==> src/sv/dead_reckoning_odometry_defines.svh <==
// assertion macros for the dead reckoning odometry block
`ifndef DEAD_RECKONING_ODOMETRY_DEFINES_SVH
`define DEAD_RECKONING_ODOMETRY_DEFINES_SVH

// same-cycle implication, sampled on clk, off while rst_n is low
`define DRO_ASSERT_IMP(lbl, cond, expr) \
  lbl: assert property (@(posedge clk) disable iff (!rst_n) (cond) |-> (expr)) \
    else $error("odometry assertion failed");

// next-cycle implication, sampled on clk, off while rst_n is low
`define DRO_ASSERT_NEXT(lbl, cond, expr) \
  lbl: assert property (@(posedge clk) disable iff (!rst_n) (cond) |=> (expr)) \
    else $error("odometry assertion failed");

`endif

==> src/sv/dro_pkg.sv <==
// shared types, widths and tables for the dead reckoning odometry block
`timescale 1ns / 1ps
package dro_pkg;

  localparam int CORDIC_STEPS_DEF = 16;
  localparam int ANGLE_BITS_DEF   = 24;

  localparam int ATAN_LEN = 24;
  localparam int ITER_W   = $clog2(ATAN_LEN);
  localparam int CV_W     = 33;
  localparam int Z_W      = 34;
  localparam int MUL_W    = 33;
  localparam int PROD_W   = 2 * MUL_W;
  localparam int DIST_W   = 46;
  localparam int LO_W     = 23;
  localparam int HI_W     = DIST_W - LO_W;
  localparam int COEF_W   = CV_W - 12;
  localparam int ACC_W    = 68;
  localparam int STEP_W   = ACC_W - 22;
  localparam int POS_W    = 48;
  localparam int STAMP_W  = 32;
  localparam int SPEED_W  = 24;
  localparam int RATE_W   = 32;
  localparam int HEAD_W   = 24;
  localparam int QUAT_W   = 16;
  localparam int IN_W     = STAMP_W + SPEED_W + RATE_W;
  localparam int OUT_W    = STAMP_W + 2 * POS_W + HEAD_W + 2 * QUAT_W + SPEED_W + RATE_W;

  localparam logic [CV_W-1:0] CORDIC_GAIN = CV_W'(652032874);

  localparam logic [31:0] ATAN_TAB [ATAN_LEN] = '{
    32'd536870912, 32'd316933406, 32'd167458907, 32'd85004756, 32'd42667331,
    32'd21354465, 32'd10679838, 32'd5340245, 32'd2670163, 32'd1335087,
    32'd667544, 32'd333772, 32'd166886, 32'd83443, 32'd41722,
    32'd20861, 32'd10430, 32'd5215, 32'd2608, 32'd1304,
    32'd652, 32'd326, 32'd163, 32'd81
  };

  typedef struct packed {
    logic        start;
    logic [31:0] angle;
  } cordic_req_t;

  typedef struct packed {
    logic            done;
    logic [CV_W-1:0] cos_v;
    logic [CV_W-1:0] sin_v;
  } cordic_rsp_t;

  typedef enum logic [3:0] {
    ST_IDLE,
    ST_MUL_YAW,
    ST_MUL_DIST,
    ST_ROT_START,
    ST_ROT_WAIT,
    ST_MXL,
    ST_MXH,
    ST_MYL,
    ST_MYH,
    ST_POSE_Y,
    ST_Q_WAIT,
    ST_EMIT
  } dro_state_t;

endpackage

==> src/sv/dro_mult.sv <==
// shared signed multiplier with registered product
`timescale 1ns / 1ps
module dro_mult (
  input  logic                               clk,
  input  logic signed [dro_pkg::MUL_W-1:0]   op_a,
  input  logic signed [dro_pkg::MUL_W-1:0]   op_b,
  output logic signed [dro_pkg::PROD_W-1:0]  product_r
);
  import dro_pkg::*;

  logic signed [PROD_W-1:0] product_nxt;

  assign product_nxt = PROD_W'(op_a) * PROD_W'(op_b);

  always_ff @(posedge clk) begin
    product_r <= product_nxt;
  end

endmodule

==> src/sv/dro_cordic.sv <==
// iterative rotation-mode cordic, one micro-rotation per cycle
`timescale 1ns / 1ps
module dro_cordic #(
  parameter int CORDIC_STEPS = dro_pkg::CORDIC_STEPS_DEF
) (
  input  logic                  clk,
  input  logic                  rst_n,
  input  dro_pkg::cordic_req_t  req,
  output dro_pkg::cordic_rsp_t  rsp
);
  import dro_pkg::*;

  logic                   busy_r;
  logic                   busy_nxt;
  logic                   done_r;
  logic                   done_nxt;
  logic                   flip_r;
  logic [ITER_W-1:0]      iter_r;
  logic signed [CV_W-1:0] x_r;
  logic signed [CV_W-1:0] y_r;
  logic signed [Z_W-1:0]  z_r;
  logic [31:0]            quad;
  logic                   flip;
  logic [31:0]            ang_fold;
  logic signed [CV_W-1:0] dx;
  logic signed [CV_W-1:0] dy;
  logic signed [Z_W-1:0]  atan_s;
  logic                   last;

  assign quad     = req.angle + 32'h4000_0000;
  assign flip     = quad[31];
  assign ang_fold = flip ? req.angle + 32'h8000_0000 : req.angle;
  assign dx       = y_r >>> iter_r;
  assign dy       = x_r >>> iter_r;
  assign atan_s   = Z_W'(ATAN_TAB[iter_r]);
  assign last     = (iter_r == ITER_W'(CORDIC_STEPS - 1));

  always_comb begin
    busy_nxt = busy_r;
    done_nxt = 1'b0;
    if (req.start) begin
      busy_nxt = 1'b1;
    end else if (busy_r && last) begin
      busy_nxt = 1'b0;
      done_nxt = 1'b1;
    end
  end

  always_ff @(posedge clk) begin
    if (!rst_n) begin
      busy_r <= 1'b0;
      done_r <= 1'b0;
      iter_r <= '0;
    end else begin
      busy_r <= busy_nxt;
      done_r <= done_nxt;
      if (req.start) begin
        iter_r <= '0;
      end else if (busy_r) begin
        iter_r <= iter_r + 1'b1;
      end
    end
  end

  always_ff @(posedge clk) begin
    if (req.start) begin
      flip_r <= flip;
      x_r    <= $signed(CORDIC_GAIN);
      y_r    <= '0;
      z_r    <= Z_W'($signed(ang_fold));
    end else if (busy_r) begin
      if (!z_r[Z_W-1]) begin
        x_r <= x_r - dx;
        y_r <= y_r + dy;
        z_r <= z_r - atan_s;
      end else begin
        x_r <= x_r + dx;
        y_r <= y_r - dy;
        z_r <= z_r + atan_s;
      end
    end
  end

  assign rsp.done  = done_r;
  assign rsp.cos_v = flip_r ? -x_r : x_r;
  assign rsp.sin_v = flip_r ? -y_r : y_r;

endmodule

==> src/sv/dead_reckoning_odometry.sv <==
// top level: planar dead reckoning odometry with sequencer and datapath
`timescale 1ns / 1ps
`include "dead_reckoning_odometry_defines.svh"
// Each velocity sample (timestamp, forward speed, yaw rate) advances the heading by
// rate*dt and then the position by speed*dt along cos/sin of the new heading; the
// result carries the pose, the yaw quaternion and the echoed twist. Each item makes
// two passes through the shared cordic unit, one micro-rotation per cycle, and six
// products through the single 33x33 multiplier. in_tready is high only while the
// sequencer is idle; a finished result waits in the output register while the next
// item is accepted and worked on.
module dead_reckoning_odometry #(
  parameter int CORDIC_STEPS = dro_pkg::CORDIC_STEPS_DEF,
  parameter int ANGLE_BITS   = dro_pkg::ANGLE_BITS_DEF
) (
  input  logic                       clk,
  input  logic                       rst_n,
  input  logic                       in_tvalid,
  output logic                       in_tready,
  // timestamp, linear_velocity, angular_velocity
  input  logic [dro_pkg::IN_W-1:0]   in_tdata,
  output logic                       out_tvalid,
  input  logic                       out_tready,
  // stamp_out, x_position, y_position, heading, quat_z, quat_w, speed_echo, rate_echo
  output logic [dro_pkg::OUT_W-1:0]  out_tdata
);
  import dro_pkg::*;

  dro_state_t                state_r;
  dro_state_t                state_nxt;
  logic                      seen_first_r;
  logic [STAMP_W-1:0]        prev_stamp_r;
  logic [STAMP_W-1:0]        stamp_r;
  logic signed [SPEED_W-1:0] speed_r;
  logic signed [RATE_W-1:0]  rate_r;
  logic signed [31:0]        dt_r;
  logic [ANGLE_BITS-1:0]     yaw_r;
  logic signed [DIST_W-1:0]  dist_r;
  logic signed [COEF_W-1:0]  c_r;
  logic signed [COEF_W-1:0]  s_r;
  logic signed [ACC_W-1:0]   acc_r;
  logic signed [POS_W-1:0]   x_r;
  logic signed [POS_W-1:0]   y_r;
  logic [QUAT_W-1:0]         qz_r;
  logic [QUAT_W-1:0]         qw_r;
  logic                      out_tvalid_r;
  logic [OUT_W-1:0]          out_tdata_r;

  logic                      accept;
  logic                      emit;
  logic [STAMP_W-1:0]        in_stamp;
  logic signed [31:0]        dt_nxt;
  logic [31:0]               ang32;
  logic signed [MUL_W-1:0]   op_a;
  logic signed [MUL_W-1:0]   op_b;
  logic signed [PROD_W-1:0]  product_r;
  logic signed [MUL_W-1:0]   lo_op;
  logic signed [MUL_W-1:0]   hi_op;
  logic signed [ACC_W-1:0]   acc_sum;
  logic signed [STEP_W-1:0]  pos_step;
  cordic_req_t               cordic_req;
  cordic_rsp_t               cordic_rsp;

  function automatic logic signed [POS_W-1:0] sat_pos(
    input logic signed [POS_W-1:0]  p,
    input logic signed [STEP_W-1:0] st
  );
    logic signed [POS_W:0] sum;
    sum = (POS_W+1)'(p) + (POS_W+1)'(st);
    if (sum[POS_W] != sum[POS_W-1]) begin
      sat_pos = sum[POS_W] ? {1'b1, {(POS_W-1){1'b0}}} : {1'b0, {(POS_W-1){1'b1}}};
    end else begin
      sat_pos = sum[POS_W-1:0];
    end
  endfunction

  function automatic logic [QUAT_W-1:0] sat_q15(input logic signed [CV_W-1:0] v);
    logic signed [CV_W-16:0] q;
    q = v[CV_W-1:15];
    if (q > (CV_W-15)'(32767)) begin
      sat_q15 = 16'h7fff;
    end else if (q < -(CV_W-15)'(32768)) begin
      sat_q15 = 16'h8000;
    end else begin
      sat_q15 = q[QUAT_W-1:0];
    end
  endfunction

  assign accept    = in_tvalid && in_tready;
  assign emit      = (state_r == ST_EMIT) && (!out_tvalid_r || out_tready);
  assign in_stamp  = in_tdata[STAMP_W-1:0];
  assign dt_nxt    = seen_first_r ? $signed(in_stamp - prev_stamp_r) : '0;
  assign ang32     = 32'(yaw_r) << (32 - ANGLE_BITS);
  assign lo_op     = MUL_W'({1'b0, dist_r[LO_W-1:0]});
  assign hi_op     = MUL_W'($signed(dist_r[DIST_W-1:LO_W]));
  assign acc_sum   = acc_r + (ACC_W'(product_r) <<< LO_W);
  assign pos_step  = acc_sum[ACC_W-1:22];
  assign out_tvalid = out_tvalid_r;
  assign out_tdata  = out_tdata_r;

  dro_mult u_mult (
    .clk       (clk),
    .op_a      (op_a),
    .op_b      (op_b),
    .product_r (product_r)
  );

  dro_cordic #(
    .CORDIC_STEPS (CORDIC_STEPS)
  ) u_cordic (
    .clk   (clk),
    .rst_n (rst_n),
    .req   (cordic_req),
    .rsp   (cordic_rsp)
  );

  always_comb begin
    state_nxt        = state_r;
    in_tready        = 1'b0;
    op_a             = MUL_W'(rate_r);
    op_b             = MUL_W'(dt_r);
    cordic_req.start = 1'b0;
    cordic_req.angle = ang32;
    unique case (state_r)
      ST_IDLE: begin
        in_tready = 1'b1;
        if (in_tvalid) state_nxt = ST_MUL_YAW;
      end
      ST_MUL_YAW: begin
        state_nxt = ST_MUL_DIST;
      end
      ST_MUL_DIST: begin
        op_a      = MUL_W'(speed_r);
        state_nxt = ST_ROT_START;
      end
      ST_ROT_START: begin
        cordic_req.start = 1'b1;
        state_nxt        = ST_ROT_WAIT;
      end
      ST_ROT_WAIT: begin
        if (cordic_rsp.done) state_nxt = ST_MXL;
      end
      ST_MXL: begin
        op_a      = lo_op;
        op_b      = MUL_W'(c_r);
        state_nxt = ST_MXH;
      end
      ST_MXH: begin
        op_a      = hi_op;
        op_b      = MUL_W'(c_r);
        state_nxt = ST_MYL;
      end
      ST_MYL: begin
        op_a      = lo_op;
        op_b      = MUL_W'(s_r);
        state_nxt = ST_MYH;
      end
      ST_MYH: begin
        op_a      = hi_op;
        op_b      = MUL_W'(s_r);
        state_nxt = ST_POSE_Y;
      end
      ST_POSE_Y: begin
        cordic_req.start = 1'b1;
        cordic_req.angle = ang32 >> 1;
        state_nxt        = ST_Q_WAIT;
      end
      ST_Q_WAIT: begin
        if (cordic_rsp.done) state_nxt = ST_EMIT;
      end
      ST_EMIT: begin
        if (!out_tvalid_r || out_tready) state_nxt = ST_IDLE;
      end
      default: begin
        state_nxt = ST_IDLE;
      end
    endcase
  end

  always_ff @(posedge clk) begin
    if (!rst_n) begin
      state_r      <= ST_IDLE;
      seen_first_r <= 1'b0;
      prev_stamp_r <= '0;
      yaw_r        <= '0;
      x_r          <= '0;
      y_r          <= '0;
      out_tvalid_r <= 1'b0;
    end else begin
      state_r <= state_nxt;
      if (accept) begin
        seen_first_r <= 1'b1;
        prev_stamp_r <= in_stamp;
      end
      if (state_r == ST_MUL_DIST) begin
        yaw_r <= yaw_r + product_r[44-ANGLE_BITS +: ANGLE_BITS];
      end
      if (state_r == ST_MYL) begin
        x_r <= sat_pos(x_r, pos_step);
      end
      if (state_r == ST_POSE_Y) begin
        y_r <= sat_pos(y_r, pos_step);
      end
      if (emit) begin
        out_tvalid_r <= 1'b1;
      end else if (out_tready) begin
        out_tvalid_r <= 1'b0;
      end
    end
  end

  always_ff @(posedge clk) begin
    if (accept) begin
      stamp_r <= in_stamp;
      speed_r <= $signed(in_tdata[STAMP_W +: SPEED_W]);
      rate_r  <= $signed(in_tdata[STAMP_W+SPEED_W +: RATE_W]);
      dt_r    <= dt_nxt;
    end
    if (state_r == ST_ROT_START) begin
      dist_r <= product_r[DIST_W+9:10];
    end
    if (state_r == ST_ROT_WAIT && cordic_rsp.done) begin
      c_r <= cordic_rsp.cos_v[CV_W-1:12];
      s_r <= cordic_rsp.sin_v[CV_W-1:12];
    end
    if (state_r == ST_MXH || state_r == ST_POSE_Y) begin
      acc_r <= ACC_W'(product_r);
    end
    if (state_r == ST_MYH) begin
      acc_r <= ACC_W'(product_r);
    end
    if (state_r == ST_Q_WAIT && cordic_rsp.done) begin
      qz_r <= sat_q15($signed(cordic_rsp.sin_v));
      qw_r <= sat_q15($signed(cordic_rsp.cos_v));
    end
    if (emit) begin
      out_tdata_r <= {rate_r, speed_r, qw_r, qz_r, ang32[31:32-HEAD_W], y_r, x_r, stamp_r};
    end
  end

  `DRO_ASSERT_NEXT(a_busy_after_accept, in_tvalid && in_tready, !in_tready)
  `DRO_ASSERT_IMP(a_rot_done_in_wait, cordic_rsp.done, state_r == ST_ROT_WAIT || state_r == ST_Q_WAIT)
  `DRO_ASSERT_NEXT(a_first_dt_zero, in_tvalid && in_tready && !seen_first_r, dt_r == '0)

endmodule

==> config.mk <==
export PLATFORM = sky130hd
export DESIGN_NAME = dead_reckoning_odometry
export DESIGN_NICKNAME = d
export VERILOG_FILES = /design/src/sv/dro_pkg.sv /design/src/sv/dro_mult.sv /design/src/sv/dro_cordic.sv /design/src/sv/dead_reckoning_odometry.sv
export VERILOG_INCLUDE_DIRS = /design/src /design/src/sv
export SDC_FILE = /design/constraint.sdc
export NUM_CORES = 2
export LEC_CHECK = 0
export BUFFER_PORTS_ARGS = -buffer_cell sky130_fd_sc_hd__buf_2
export CAP_MARGIN = 40
export CORE_UTILIZATION = 39
export CTS_BUF_LIST = sky130_fd_sc_hd__clkbuf_4
export CTS_CLUSTER_DIAMETER = 120
export CTS_CLUSTER_SIZE = 30
export DETAILED_ROUTE_END_ITERATION = 16
export GPL_TIMING_DRIVEN = 1
export HOLD_SLACK_MARGIN = 0.02
export PLACE_DENSITY = 0.59
export SLEW_MARGIN = 15
export SYNTH_ARGS = -nofsm -noshare
export SYNTH_HDL_FRONTEND = slang
export SYNTH_SLANG_ARGS = --single-unit
==> constraint.sdc <==
create_clock -name clk -period 15.72 [get_ports clk]
set_input_delay 2.358 -clock clk [delete_from_list [all_inputs] [get_ports clk]]
set_output_delay 2.358 -clock clk [all_outputs]
set_load 0.02 [all_outputs]
==> flow_summary_export.csv <==
group,metric,value,unit
synthesis,synth_warnings,0,
clock_network,cts_max_level,2,
synthesis,yosysMostFrequentCell,"inv_1",
timing,drv_slew,0,
detailed_routing,routed_via_density,5.564,
detailed_routing,wl_per_cell,24.05,um
setup_path,crit_slowest_cell,"nor2_1",
clock_network,cts_root_buf,"clkbuf_4",
detailed_routing,wirelength,295900,um
floorplan,die_h,475.7,um
synthesis,synthMuxAreaShare,3.112,%
floorplan,ios,334,
detailed_routing,vias,68463,
timing,relSlewSlack,12.28,%
clock_network,cts-buffers-inserted,40,
detailed_routing,firstDrtPassIters,6,
placement,dp_hpwl,233900,um
clock_network,ctsHoldBuffers,0,
timing,fmax,80.74,MHz
synthesis,synthFlopType,"edfxtp_1",
outcome,status,"complete, no violations",
timing,fin_skew,0.2478,ns
clock_network,post_cts_buffers,0,
cells_and_area,syn_to_final_growth,7.190,%
floorplan,design.die.area,0.2263,mm^2
synthesis,synth-xor-area-share,4.433,%
clock_network,clock_latency,1.30,ns
synthesis,netlist_instances,9171,
synthesis,syn_nets,10911,
cells_and_area,layout-drive-gt1-share,8.776,%
global_route,grt_usage,26.03,%
setup_path,cp-start-kind,"flip-flop",
setup_path,critPathMaxFanout,30,
cells_and_area,register_area,0.02275,mm^2
synthesis,synth_area_leaders,"fa_1, edfxtp_1, ha_1, dfxtp_1, inv_1",
placement,numPortBuffers,333,
cells_and_area,nNetsFinal,11018,
setup_path,worst_path_largest_cell_delay,0.73,ns
global_route,overflow,0,
synthesis,synth_simple_gate_area_share,12.69,%
setup_path,endpoint_kind,"flip-flop",
synthesis,syn_area_per_cell,9.543,um^2
synthesis,synth_top_area_share,25.87,%
setup_path,worstSetupPathType,"reg -> reg",
detailed_routing,drc,0,
synthesis,yosysTopAreaCell,"fa_1",
timing,worst_pin_slew,1.316,ns
global_route,grt_pass1_vias,68741,
synthesis,ys_seq_area_share,25.97,%
floorplan,die_w,475.7,um
setup_path,crit_top_cell,"fa_1",
clock_network,cts_tree,"done",
synthesis,synth_compound_area_share,12.92,%
synthesis,synthArstFlopShare,0,%
setup_path,required,16.99,ns
floorplan,initial_core_util,39.33,%
timing,rsz0062_at_grt,"false",
synthesis,synth_top_family_by_area,"adder cells",
synthesis,synthAdderAreaFrac,33.26,%
detailed_routing,dr.first_iter.drc_count,5829,
floorplan,rows,173,
timing,hold_viol_final,0,
timing,setup_viol,0,
detailed_routing,ant_nets,0,
timing,fin_crit_sh,78.79,%
clock_network,clk_pin_slew_worst_paths,0.32,ns
timing,tns,0,ns
placement,place_congestion,0.9683,
global_route,grt_pass1_wl,439200,um
floorplan,core-area,0.2225,mm^2
cells_and_area,multi_input_area,0.05833,mm^2
clock_network,clockBufferDepth,3,
synthesis,synth-seq-cells,856,
setup_path,arrival,13.65,ns
cells_and_area,fillers,21952,
synthesis,synth_cell_types,102,
synthesis,synth_edf_count,559,
worst_hold_path,hold_path_class,"reg -> reg",
synthesis,yosys-top-cells-count,"inv_1, fa_1, nand2_1",
clock_network,cts_resized,0,
run,maxCapViolations,0,
global_route,grt_max_degree,76,
timing,fin_crit,12.39,ns
global_route,antenna_found_initial,31,
synthesis,synth_area,0.08752,mm^2
clock_network,cts.sinks,856,
## layer usage
metal	routed length [um]	share of wire, %	vias to the layer above	global-route usage (%)
met5	165	0.056	-	0
met4	17540	5.9	20	13.55
met3	23740	8.0	594	4.453
met2	135600	46	2834	41.69
met1	118800	40	34458	33.69
li1	-	-	30557	-
## worst paths after layout
| check | cells after the start | startpoint | end | slack (ns) |
|---|---|---|---|---|
| worst max-delay path | 34 | state_r[1] | u_mult.product_r[64] | 3.33 |
| worst min-delay path | 0 | stamp_r[16] | out_tdata[16] | 0.27 |
| worst max register to register | 34 | state_r[1] | u_mult.product_r[64] | 3.33 |
| worst min register to register | 0 | stamp_r[16] | out_tdata[16] | 0.27 |
## cells by family after synthesis
family	count (synthesis)
compound gates	1766
mux	168
fa+ha+maj	1648
simple gates	2548
buf+inv	1742
xor+xnor	443
flops	856
## layout make-up
cell class	count	share of cell area, %
timing repair buffer	519	3.657
clock buffer	55	0.4401
sequential	856	24.25
antenna	19	0.05068
clock inverter	19	0.2961
inverter	1288	5.159
multi-input combinational	6573	62.18
tap	2975	3.968
## cells in the final DEF (no fill, tap or decap), types with 291 or more instances in the layout
cell,netlist,final
inv_1,1284,1282
fa_1,1131,1130
nand2_1,1027,1024
nor2_1,923,920
edfxtp_1,559,559
ha_1,517,517
a21oi_1,486,484
o21ai_0,356,344
buf_2,38,336
dfxtp_1,297,291
## registers in the layout, summed over array words and instances (netlist names), 32 cells and up
name and flops:
acc_r 44, dist_r 46, dt_r 32, out_tdata 240, prev_stamp_r 32, rate_r 32
stamp_r 32, u_cordic.x_r 33, u_cordic.y_r 33, u_cordic.z_r 34, u_mult.product_r 66, x_r 48
y_r 48
## metrics by stage
step                      cells  instance area (um^2)  hold slack (ns)  util, %  worst slack (ns)
final                     12304                 93810           0.2738    42.16             3.335
after global routing      12295                 93790           0.2885    42.15             2.922
after CTS                 12280                 93680           0.2949    42.10             3.372
after detailed placement  12206                 92990           0.4045    41.79             3.317
after global placement    12169                 92380           0.4008    41.51             3.450
after floorplan            9171                 87520           0.3855        -             2.462
## worst max-delay path, delay by kind of cell, from the launching register on
kind / cells / cell delay, ns
xor+xnor: 1 / 0.16
buf+inv: 7 / 0.79
simple gates: 7 / 1.95
compound gates: 10 / 4.42
fa+ha+maj: 9 / 4.40
flops: 1 / 0.69
Power is left out: the tool's default activity adds up to more than one toggle a clock period on the data nets, which glitch-free logic cannot reach.
